### src/gea_pkg.sv
// ----------------------------------------------------------------------------
// gea_pkg
// Shared types, widths, codes and commands of the gated exponential average.
// ----------------------------------------------------------------------------
package gea_pkg;

  localparam int SAMPLE_BITS    = 24;
  localparam int FRAC_BITS      = 16;
  localparam int AVG_BITS       = SAMPLE_BITS + FRAC_BITS;
  localparam int TIME_BITS      = 32;
  localparam int DECAY_BITS     = 16;
  localparam int W_BITS         = DECAY_BITS + 1;
  localparam int COUNT_BITS     = 17;
  localparam int DIFF_BITS      = AVG_BITS + 1;
  localparam int SUM_BITS       = DIFF_BITS + 1;
  localparam int PROD_BITS      = DIFF_BITS + W_BITS;
  localparam int DIV_STEPS      = DIFF_BITS;
  localparam int MUL_STEPS      = W_BITS;
  localparam int STEP_BITS      = $clog2(DIFF_BITS);
  localparam int CFG_INDEX_BITS = 8;
  localparam int CFG_DATA_BITS  = 32;

  localparam logic [COUNT_BITS-1:0] COUNT_MAX = COUNT_BITS'(65536);

  localparam logic [CFG_INDEX_BITS-1:0] REG_DECAY_FACTOR    = CFG_INDEX_BITS'(0);
  localparam logic [CFG_INDEX_BITS-1:0] REG_WARMUP_SAMPLES  = CFG_INDEX_BITS'(1);
  localparam logic [CFG_INDEX_BITS-1:0] REG_HOLD_AFTER      = CFG_INDEX_BITS'(2);
  localparam logic [CFG_INDEX_BITS-1:0] REG_UPDATE_INTERVAL = CFG_INDEX_BITS'(3);

  typedef struct packed {
    logic [TIME_BITS-1:0]          time_ms;
    logic signed [SAMPLE_BITS-1:0] sample;
  } in_req_t;

  typedef struct packed {
    logic                       accepted;
    logic signed [AVG_BITS-1:0] average;
    logic signed [AVG_BITS-1:0] held_value;
    logic [COUNT_BITS-1:0]      accepted_count;
  } out_rsp_t;

  typedef struct packed {
    logic load;
    logic prep;
    logic div_step;
    logic mul_step;
    logic base;
    logic commit;
    logic out_load;
  } gea_cmd_t;

  typedef struct packed {
    logic take;
    logic mean_mode;
  } gea_status_t;

endpackage

### src/gea_ctrl.sv
// ----------------------------------------------------------------------------
// gea_ctrl
// Sequencer: gate check, divide or multiply steps, commit, result handoff.
// ----------------------------------------------------------------------------
module gea_ctrl (
  input  logic                 clk,
  input  logic                 rst,
  input  logic                 in_valid,
  output logic                 in_stall,
  output logic                 out_valid,
  input  logic                 out_stall,
  input  gea_pkg::gea_status_t status,
  output gea_pkg::gea_cmd_t    cmd
);
  import gea_pkg::*;

  localparam logic [2:0] S_IDLE   = 3'd0;
  localparam logic [2:0] S_EVAL   = 3'd1;
  localparam logic [2:0] S_DIV    = 3'd2;
  localparam logic [2:0] S_BASE   = 3'd3;
  localparam logic [2:0] S_MUL    = 3'd4;
  localparam logic [2:0] S_COMMIT = 3'd5;
  localparam logic [2:0] S_FINISH = 3'd6;

  logic [2:0]           state, state_next;
  logic [STEP_BITS-1:0] cnt, cnt_next;
  logic                 out_valid_next;
  logic                 slot_free;

  assign in_stall  = (state != S_IDLE);
  assign slot_free = !out_valid || !out_stall;

  always_comb begin
    state_next = state;
    cnt_next   = cnt;
    cmd        = '0;
    case (state)
      S_IDLE: begin
        if (in_valid) begin
          cmd.load   = 1'b1;
          state_next = S_EVAL;
        end
      end
      S_EVAL: begin
        cmd.prep = 1'b1;
        cnt_next = '0;
        if (!status.take) state_next = S_FINISH;
        else if (status.mean_mode) state_next = S_DIV;
        else state_next = S_MUL;
      end
      S_DIV: begin
        cmd.div_step = 1'b1;
        cnt_next     = cnt + 1'b1;
        if (cnt == STEP_BITS'(DIV_STEPS - 1)) state_next = S_BASE;
      end
      S_BASE: begin
        cmd.base   = 1'b1;
        state_next = S_COMMIT;
      end
      S_MUL: begin
        cmd.mul_step = 1'b1;
        cnt_next     = cnt + 1'b1;
        if (cnt == STEP_BITS'(MUL_STEPS - 1)) state_next = S_COMMIT;
      end
      S_COMMIT: begin
        cmd.commit = 1'b1;
        state_next = S_FINISH;
      end
      S_FINISH: begin
        if (slot_free) begin
          cmd.out_load = 1'b1;
          state_next   = S_IDLE;
        end
      end
      default: state_next = S_IDLE;
    endcase
  end

  always_comb begin
    out_valid_next = out_valid;
    if (cmd.out_load) out_valid_next = 1'b1;
    else if (out_valid && !out_stall) out_valid_next = 1'b0;
  end

  always_ff @(posedge clk) begin
    if (rst) begin
      state     <= S_IDLE;
      cnt       <= '0;
      out_valid <= 1'b0;
    end else begin
      state     <= state_next;
      cnt       <= cnt_next;
      out_valid <= out_valid_next;
    end
  end

endmodule

### src/gea_datapath.sv
// ----------------------------------------------------------------------------
// gea_datapath
// Registers, time gate, radix-2 divider, shift-add multiplier, result register.
// ----------------------------------------------------------------------------
module gea_datapath (
  input  logic                                 clk,
  input  logic                                 rst,
  input  gea_pkg::in_req_t                     in_data,
  output gea_pkg::out_rsp_t                    out_data,
  input  logic                                 cfg_we,
  input  logic [gea_pkg::CFG_INDEX_BITS-1:0]   cfg_index,
  input  logic [gea_pkg::CFG_DATA_BITS-1:0]    cfg_data,
  input  gea_pkg::gea_cmd_t                    cmd,
  output gea_pkg::gea_status_t                 status
);
  import gea_pkg::*;

  // configuration
  logic [DECAY_BITS-1:0] decay_factor;
  logic [15:0]           warmup_samples;
  logic [15:0]           hold_after;
  logic [TIME_BITS-1:0]  update_interval;

  // block state
  logic signed [AVG_BITS-1:0] running_average;
  logic signed [AVG_BITS-1:0] held_average;
  logic                       held_valid;
  logic [COUNT_BITS-1:0]      sample_count;
  logic [TIME_BITS-1:0]       last_accept_time;

  // work registers
  logic [TIME_BITS-1:0]          in_time;
  logic signed [SAMPLE_BITS-1:0] in_x;
  logic                          take_reg;
  logic                          mean_reg;
  logic signed [DIFF_BITS-1:0]   d_reg;
  logic                          d_neg;
  logic [DIFF_BITS-1:0]          dq;
  logic [COUNT_BITS-1:0]         rem;
  logic [W_BITS-1:0]             wsh;
  logic signed [PROD_BITS-1:0]   acc;
  logic signed [SUM_BITS-1:0]    base_reg;
  logic                          r_neg;
  logic                          r_pos;

  logic [TIME_BITS:0]          gate_limit;
  logic signed [AVG_BITS-1:0]  big_x;
  logic signed [DIFF_BITS-1:0] d_now;
  logic [DIFF_BITS-1:0]        d_mag;
  logic [W_BITS-1:0]           w_now;
  logic [COUNT_BITS-1:0]       m;
  logic [COUNT_BITS:0]         rem_sh;
  logic                        ge;
  logic signed [SUM_BITS-1:0]  q_signed;
  logic signed [SUM_BITS-1:0]  avg_ext;
  logic signed [SUM_BITS-1:0]  mean_val;
  logic signed [SUM_BITS-1:0]  ema_val;
  logic signed [SUM_BITS-1:0]  new_avg;
  logic                        st_pos;
  logic                        st_neg;
  logic [COUNT_BITS-1:0]       count_next;

  assign gate_limit = {1'b0, last_accept_time} + {1'b0, update_interval};
  assign status.take      = ({1'b0, in_time} >= gate_limit);
  assign status.mean_mode = (sample_count < {1'b0, warmup_samples});

  assign big_x = {in_x, {FRAC_BITS{1'b0}}};
  assign d_now = DIFF_BITS'(big_x) - DIFF_BITS'(running_average);
  assign d_mag = d_now[DIFF_BITS-1] ? DIFF_BITS'(-d_now) : DIFF_BITS'(d_now);
  assign w_now = W_BITS'(1 << DECAY_BITS) - {1'b0, decay_factor};

  assign m      = sample_count + 1'b1;
  assign rem_sh = {rem, dq[DIFF_BITS-1]};
  assign ge     = (rem_sh >= {1'b0, m});

  assign avg_ext  = SUM_BITS'(running_average);
  assign q_signed = d_neg ? -SUM_BITS'({1'b0, dq}) : SUM_BITS'({1'b0, dq});

  assign st_pos = (base_reg != '0) ? !base_reg[SUM_BITS-1] : r_pos;
  assign st_neg = (base_reg != '0) ?  base_reg[SUM_BITS-1] : r_neg;

  always_comb begin
    mean_val = base_reg;
    if (st_pos && r_neg) mean_val = base_reg - 1'b1;
    else if (st_neg && r_pos) mean_val = base_reg + 1'b1;
  end

  assign ema_val    = avg_ext + acc[PROD_BITS-1:DECAY_BITS];
  assign new_avg    = mean_reg ? mean_val : ema_val;
  assign count_next = (sample_count < COUNT_MAX) ? sample_count + 1'b1 : sample_count;

  always_ff @(posedge clk) begin
    if (rst) begin
      decay_factor    <= '0;
      warmup_samples  <= '0;
      hold_after      <= '0;
      update_interval <= '0;
    end else if (cfg_we) begin
      case (cfg_index)
        REG_DECAY_FACTOR:    decay_factor    <= cfg_data[DECAY_BITS-1:0];
        REG_WARMUP_SAMPLES:  warmup_samples  <= cfg_data[15:0];
        REG_HOLD_AFTER:      hold_after      <= cfg_data[15:0];
        REG_UPDATE_INTERVAL: update_interval <= cfg_data[TIME_BITS-1:0];
        default: ;
      endcase
    end
  end

  always_ff @(posedge clk) begin
    if (rst) begin
      running_average  <= '0;
      held_average     <= '0;
      held_valid       <= 1'b0;
      sample_count     <= '0;
      last_accept_time <= '0;
    end else if (cmd.commit) begin
      running_average  <= new_avg[AVG_BITS-1:0];
      sample_count     <= count_next;
      last_accept_time <= in_time;
      if (count_next <= {1'b0, hold_after} || !held_valid) begin
        held_average <= new_avg[AVG_BITS-1:0];
        held_valid   <= 1'b1;
      end
    end
  end

  always_ff @(posedge clk) begin
    if (cmd.load) begin
      in_time <= in_data.time_ms;
      in_x    <= in_data.sample;
    end
    if (cmd.prep) begin
      take_reg <= status.take;
      mean_reg <= status.mean_mode;
      d_reg    <= d_now;
      d_neg    <= d_now[DIFF_BITS-1];
      dq       <= d_mag;
      rem      <= '0;
      wsh      <= w_now;
      acc      <= '0;
    end
    if (cmd.div_step) begin
      rem <= ge ? COUNT_BITS'(rem_sh - {1'b0, m}) : rem_sh[COUNT_BITS-1:0];
      dq  <= {dq[DIFF_BITS-2:0], ge};
    end
    if (cmd.mul_step) begin
      acc <= (acc <<< 1) + (wsh[W_BITS-1] ? PROD_BITS'(d_reg) : PROD_BITS'(0));
      wsh <= {wsh[W_BITS-2:0], 1'b0};
    end
    if (cmd.base) begin
      base_reg <= avg_ext + q_signed;
      r_neg    <= d_neg && (rem != '0);
      r_pos    <= !d_neg && (rem != '0);
    end
    if (cmd.out_load) begin
      out_data.accepted       <= take_reg;
      out_data.average        <= running_average;
      out_data.held_value     <= held_average;
      out_data.accepted_count <= sample_count;
    end
  end

endmodule

### src/gated_exponential_average_top.sv
// ----------------------------------------------------------------------------
// gated_exponential_average_top
// Time-gated running mean / exponential average with a frozen held copy.
// ----------------------------------------------------------------------------
//   channel  handshake             payload
//   in       in_valid / in_stall   in_data   (time_ms, sample)
//   out      out_valid / out_stall out_data  (accepted, average, held_value,
//                                            accepted_count)
//   cfg      cfg_valid / cfg_ready cfg_index, cfg_data
//
// A warm-up sample runs through the 41-step radix-2 divider.
// An exponential sample runs through the 17-step shift-add multiplier.
// A rejected sample skips both. One request is in work at a time.
// The result register lets the next request enter while out_stall holds a result.
// Synchronous reset clears configuration, state and both valid flags.
// ----------------------------------------------------------------------------
module gated_exponential_average_top (
  input  logic                               clk,
  input  logic                               rst,
  input  logic                               in_valid,
  output logic                               in_stall,
  input  gea_pkg::in_req_t                   in_data,
  output logic                               out_valid,
  input  logic                               out_stall,
  output gea_pkg::out_rsp_t                  out_data,
  input  logic                               cfg_valid,
  output logic                               cfg_ready,
  input  logic [gea_pkg::CFG_INDEX_BITS-1:0] cfg_index,
  input  logic [gea_pkg::CFG_DATA_BITS-1:0]  cfg_data
);
  import gea_pkg::*;

  gea_cmd_t    cmd;
  gea_status_t status;

  assign cfg_ready = 1'b1;

  gea_ctrl u_ctrl (
    .clk       (clk),
    .rst       (rst),
    .in_valid  (in_valid),
    .in_stall  (in_stall),
    .out_valid (out_valid),
    .out_stall (out_stall),
    .status    (status),
    .cmd       (cmd)
  );

  gea_datapath u_datapath (
    .clk       (clk),
    .rst       (rst),
    .in_data   (in_data),
    .out_data  (out_data),
    .cfg_we    (cfg_valid && cfg_ready),
    .cfg_index (cfg_index),
    .cfg_data  (cfg_data),
    .cmd       (cmd),
    .status    (status)
  );

  a_busy_after_accept: assert property (@(posedge clk) disable iff (rst)
    in_valid && !in_stall |=> in_stall)
    else $error("input taken while a request is in work");

  a_count_bound: assert property (@(posedge clk) disable iff (rst)
    out_valid |-> out_data.accepted_count <= COUNT_MAX)
    else $error("accepted count beyond saturation");

  a_empty_state: assert property (@(posedge clk) disable iff (rst)
    out_valid && out_data.accepted_count == '0 |->
      out_data.average == '0 && out_data.held_value == '0 && !out_data.accepted)
    else $error("average moved with no sample taken");

endmodule
### config.mk
export PLATFORM = sky130hd
export DESIGN_NAME = gated_exponential_average_top
export DESIGN_NICKNAME = d
export VERILOG_FILES = /design/src/gea_pkg.sv /design/src/gea_ctrl.sv /design/src/gea_datapath.sv /design/src/gated_exponential_average_top.sv
export SDC_FILE = /design/constraint.sdc
export NUM_CORES = 2
export LEC_CHECK = 0
export BUFFER_PORTS_ARGS = -buffer_cell sky130_fd_sc_hd__buf_2
export CAP_MARGIN = 20
export CORE_ASPECT_RATIO = 2
export CORE_UTILIZATION = 25
export DETAILED_ROUTE_END_ITERATION = 10
export MAX_ROUTING_LAYER = met4
export PLACE_DENSITY = 0.39
export SLEW_MARGIN = 20
export SYNTH_ARGS = -nofsm -noshare
export SYNTH_HDL_FRONTEND = slang
export SYNTH_SLANG_ARGS = --single-unit
export TNS_END_PERCENT = 50
### constraint.sdc
create_clock -name clk -period 14.4 [get_ports clk]
set_clock_uncertainty 0.1 [all_clocks]
set_input_delay 1.44 -clock clk [delete_from_list [all_inputs] [get_ports clk]]
set_output_delay 1.44 -clock clk [all_outputs]
set_load 0.005 [all_outputs]
* Word level (Yosys, flattened, before mapping) *
Index checks and enable logic that the tools add are counted.

storage, ports and cells
  logic and storage cells = 128
  register bits after elaboration = 593
  output and inout bits = 101

cells by class
  reduce and logical (&&, ||, !) cells = 28
  eq/ne operators = 15
  $add $sub $neg = 13
  magnitude comparators = 5
  muxes and demuxes = 37

operator list
  kind                                                                  count
  56-bit 2-to-1 mux                                                     3
  41-bit 2-to-1 mux                                                     3
  40-bit 2-to-1 mux                                                     3
  17-bit 2-to-1 mux                                                     6
  56-bit adder                                                          1
  40-bit by 42-bit adder with 42-bit output                             1
  42-bit 2-to-1 mux                                                     1
  41-bit negator with 42-bit output                                     1
  42-bit nonzero test                                                   1
  41-bit negator                                                        1
  40-bit by 40-bit subtractor with 41-bit output                        1
  40-bit by 1-bit adder with 40-bit output, second input constant       1
  40-bit adder                                                          1
  40-bit by 1-bit subtractor with 40-bit output, second input constant  1
  32-bit by 32-bit adder with 33-bit output                             1
  32-bit by 33-bit >= comparator with 1-bit output                      1
  3-bit case mux with 7 select lines                                    1
  18-bit by 17-bit >= comparator with 1-bit output                      1
  3-bit 2-to-1 mux                                                      6
  17-bit by 1-bit adder with 17-bit output, second input constant       1
  17-bit by 16-bit less-or-equal comparator with 1-bit output           1
  17-bit by 16-bit less-than comparator with 1-bit output               1
  17-bit less-than comparator, second input constant                    1
  17-bit nonzero test                                                   1
  24 further kinds                                                      58

* Longest topological paths before layout *
  word-level depth = 6
  depth in mapped cells = 23

* By module *
Synthesis repeated with hierarchy kept, for this count alone.

second synthesis, totals
  cell total of the unflattened synthesis = 4,049
  area total of the unflattened synthesis = 38,149.1 µm²

modules (own cells, without submodules)
  module                         area an instance (µm²)  cells an instance  seq. area each (µm²)  times used
  gea_datapath                   37,425.9                3,956              15,364.7              1
  gea_ctrl                       711.9                   91                 200.2                 1
  gated_exponential_average_top  11.3                    2                  0.0                   1

* Worst setup path after synthesis *
Ideal clock, no wire load.

  path type = input port to flip-flop
  start = input out_stall
  end = register, netlist name u_datapath.out_data[0]
  library setup time = 0.556 ns
  stages = 3
  path buffers = 0
  required time = 13.744 ns
  setup slack = 8.055 ns
  arrival time = 5.690 ns
  cell sequence = nand2_1 nand2_1 nor2_1

RTL lines
  element      RTL line                             RTL
  from (decl)  gated_exponential_average_top.sv:24  input logic out_stall,

* Worst setup path in the final report *
  start = register u_datapath.dq[13]
  end = register u_datapath.base_reg[39] (data pin)

on the way
  word-level cells in the longest chain between the ends = 3

ends and longest elaborated chain
  element                                      RTL line             RTL
  from (decl)                                  gea_datapath.sv:38   logic [DIFF_BITS-1:0] dq;
  from (signal assigned)                       gea_datapath.sv:137  dq <= d_mag;
  from (signal assigned)                       gea_datapath.sv:144  dq <= {dq[DIFF_BITS-2:0], ge};
  41-bit negator with 42-bit output            gea_datapath.sv:77   assign q_signed = d_neg ? -SUM_BITS'({1'b0, dq}) : SUM_BITS'({1'b0, dq});
  42-bit 2-to-1 mux *                          gea_datapath.sv:77
  40-bit by 42-bit adder with 42-bit output *  gea_datapath.sv:151  base_reg <= avg_ext + q_signed;
  to (signal assigned)                         gea_datapath.sv:151
  to (decl)                                    gea_datapath.sv:42   logic signed [SUM_BITS-1:0] base_reg;

Mark *: on every way between the ends. The rest lies on a longest branch, timed or not.
A chain may end at the register's enable or synchronous reset.

==> impl_metrics.yaml <==
layout:
  area_growth_syn_to_layout_pct: 15.1
  fin_cells: 6110
  nets: 4523
  fillers: 15700
  post_route_cells_drive_above_1_share: 0.102
  number_of_flip_flops_under_the_largest_register_name: 98
  ff_latch_area_um2: 15600
  multi_input_area_um2: 20400
worst_hold_path:
  hold_path_depth: 0
  hold_path.class: "register to register"
logic_synthesis:
  yosysWarnings: 0
  netlist_instances: 3970
  synth_top_cells_by_area: "sky130_fd_sc_hd__edfxtp_1 30%, sky130_fd_sc_hd__dfxtp_1 12%, sky130_fd_sc_hd__ha_1 9.4%, sky130_fd_sc_hd__xnor2_1 5.0%, sky130_fd_sc_hd__a21oi_1 4.5%"
  ys_dominant_reg_cell: "sky130_fd_sc_hd__edfxtp_1"
  synth_nets: 4355
  postSynthAreaPerCell_um2: 9.33
  async_flop_share: 0
  synth.most_common_cell: "sky130_fd_sc_hd__nor2_1"
  post_synth_instance_area_um2: 37100
  yosys-top-cells-count: "430 x sky130_fd_sc_hd__nor2_1, 376 x sky130_fd_sc_hd__nand2_1, 371 x sky130_fd_sc_hd__edfxtp_1"
  synth_top_cell_area_share: 0.301
  yosysTopAreaCell: "sky130_fd_sc_hd__edfxtp_1"
  number_of_synthesized_flops_with_an_enable_pin: 371
  ys_ff_latch: 592
  ys_seq_area_frac: 0.420
  yosys.cell_types.count: 88
critical_path:
  critPathLaunchType: "register"
  setup.worst_path.class: "register to register"
  max_fanout_on_critical_path: 5
  worstSetupEndpointType: "register"
  crit_arrival_ns: 5.91
  worstPathRequired_ns: 14.75
  reg2regPathDepth: 16
placement:
  place.gp.congestion: 0.917
  io_buffer_count: 200
  detailedPlacementHpwl_um: 119000
  post-place-cells: 5975
clock_network:
  numCtsBuffers: 70
  cts_repair_resize_count: 0
  clk_path_buf_depth: 3
  insertion_delay_ns: 0.68
  cts_num_sinks: 592
  tritoncts_clock_tree: "done"
  ctsHtreeMaxLevel: 3
  root_buffer: "sky130_fd_sc_hd__clkbuf_16"
  number_of_hold_repair_buffers_added_at_the_cts_stage: 0
  post_cts_buffers: 0
  cts_clk_pin_slew_worst_paths_ns: 0.07
power_and_ir_drop:
  power_per_cell_area_nw_per_um2: 209
  power.leakage_nw: 16.4
  total_power_mw: 8.91
  vdd_drop_max_mv: 0.0902
drt:
  detail_route.wirelength_um: 150000
  routed-via-count: 30400
  avgViaCountPerCell: 4.97
  antenna_left: 0
  remaining_drc_errors: 48
  drt-initial-drc-count: 1502
  drt-wirelength-per-cell_um: 24.6
  drt_first_pass_iters: 8
global_route:
  initial_antenna_violation_count: 9
  grt_pass1_vias: 31300
  largest_net_degree_at_the_start_of_global_routing: 87
  overflow_after_grt: 0
  globalRouteTotalUtil: 0.204
  grt_pass1_wl_um: 214000
sta:
  tightestPinTransition_ns: 1.10
  finalCriticalPeriod_ns: 5.56
  final_min_period_over_clock_period: 0.386
  final_max_slew_viol_count: 0
  timing.fmax_mhz: 180
  rsz0062_at_grt: "false"
  setup_violations: 0
  setup_tns_ns: 0
  fin_hold_ws_ns: 0.330
  final_hold_viol_count: 0
  slew_headroom: 0.264
floorplanning:
  initial_utilization: 0.252
  io_pins: 202
  die-area_um2: 150000
  placement_rows: 199
  die_w_um: 274
  die_h_um: 546
  core-area_um2: 147000
run:
  maxCapViolCount: 0
outcome:
  outcome: "finished, violations left"
  failed_checks: "design-rule violations"
-- layout by cell type (no fill, tap or decap), types with 128 or more instances in the layout --
| cell | instances |
|---|---|
| sky130_fd_sc_hd__a21o_1 | 128 |
| sky130_fd_sc_hd__a21oi_1 | 333 |
| sky130_fd_sc_hd__buf_2 | 199 |
| sky130_fd_sc_hd__dfxtp_1 | 221 |
| sky130_fd_sc_hd__edfxtp_1 | 371 |
| sky130_fd_sc_hd__ha_1 | 279 |
| sky130_fd_sc_hd__inv_1 | 139 |
| sky130_fd_sc_hd__nand2_1 | 371 |
| sky130_fd_sc_hd__nor2_1 | 429 |
| sky130_fd_sc_hd__o21ai_0 | 169 |
| sky130_fd_sc_hd__xnor2_1 | 213 |
| sky130_fd_sc_hd__xor2_1 | 138 |
-- kinds of logic after synthesis --
kind of cell	Yosys count	share of synthesized area
simple gates	1339	0.171
fa+ha+maj	284	0.0969
compound gates	1017	0.176
mux	78	0.0211
flops	592	0.420
other cells	1	0.000101
buf+inv	308	0.0320
xor+xnor	351	0.0830
-- worst max-delay path: stages, from the launching register on --
cell,delay (ns)
sky130_fd_sc_hd__edfxtp_1,0.46
sky130_fd_sc_hd__or4_1,0.59
sky130_fd_sc_hd__or3_1,0.39
sky130_fd_sc_hd__or4_1,0.47
sky130_fd_sc_hd__o31ai_1,0.47
sky130_fd_sc_hd__o21ai_0,0.31
sky130_fd_sc_hd__a21o_1,0.26
sky130_fd_sc_hd__a21oi_1,0.26
sky130_fd_sc_hd__xnor2_1,0.17
sky130_fd_sc_hd__ha_1,0.32
sky130_fd_sc_hd__a21o_1,0.19
sky130_fd_sc_hd__or2_2,0.30
sky130_fd_sc_hd__a21oi_1,0.12
sky130_fd_sc_hd__nor2_1,0.08
sky130_fd_sc_hd__and4_1,0.22
sky130_fd_sc_hd__a21o_1,0.22
sky130_fd_sc_hd__o311ai_0,0.40
-- through the flow --
step	instance area, um2	setup WS [ns]	utilization
6_report	42600	8.84	0.290
3_5_place_dp	40300	8.84	0.275
5_1_grt	42600	8.35	0.290
3_3_place_gp	40300	8.87	0.275
4_1_cts	42600	8.80	0.290
2_1_floorplan	37100	8.05	-
-- layout make-up --
type	instances	share of cell area
diodes	8	0.000470
clock buffers	93	0.0445
clock inverters	34	0.00869
inverters	141	0.0124
multi-input cells	3070	0.478
flip-flops and latches	592	0.365
well taps	1909	0.0560
repair buffers	263	0.0348
-- where the power goes --
group | internal [mW] | total (mW) | switching, mW
logic | 1.49 | 4.26 | 2.77
registers | 2.39 | 2.80 | 0.415
clock network | 1.03 | 1.84 | 0.809
-- routing by layer --
| metal | wire length [um] | vias up | GRT usage |
|---|---|---|---|
| met3 | 4700 | 346 | 0.0250 |
| li1 | - | 14800 | - |
| met5 | 0 | - | - |
| met4 | 15400 | 0 | 0.180 |
| met2 | 83700 | 703 | 0.392 |
| met1 | 46300 | 14500 | 0.166 |
-- path summary, 6_finish.rpt --
check                                    from                 endpoint  slack (ns)
setup / recovery            u_datapath.dq[13]  u_datapath.base_reg[39]        8.84
hold reg to reg   u_datapath.held_average[29]  u_datapath.out_data[46]        0.33
setup reg to reg            u_datapath.dq[13]  u_datapath.base_reg[39]        8.84
hold / removal    u_datapath.held_average[29]  u_datapath.out_data[46]        0.33
Note: power is estimated with default switching activity, not from simulation.
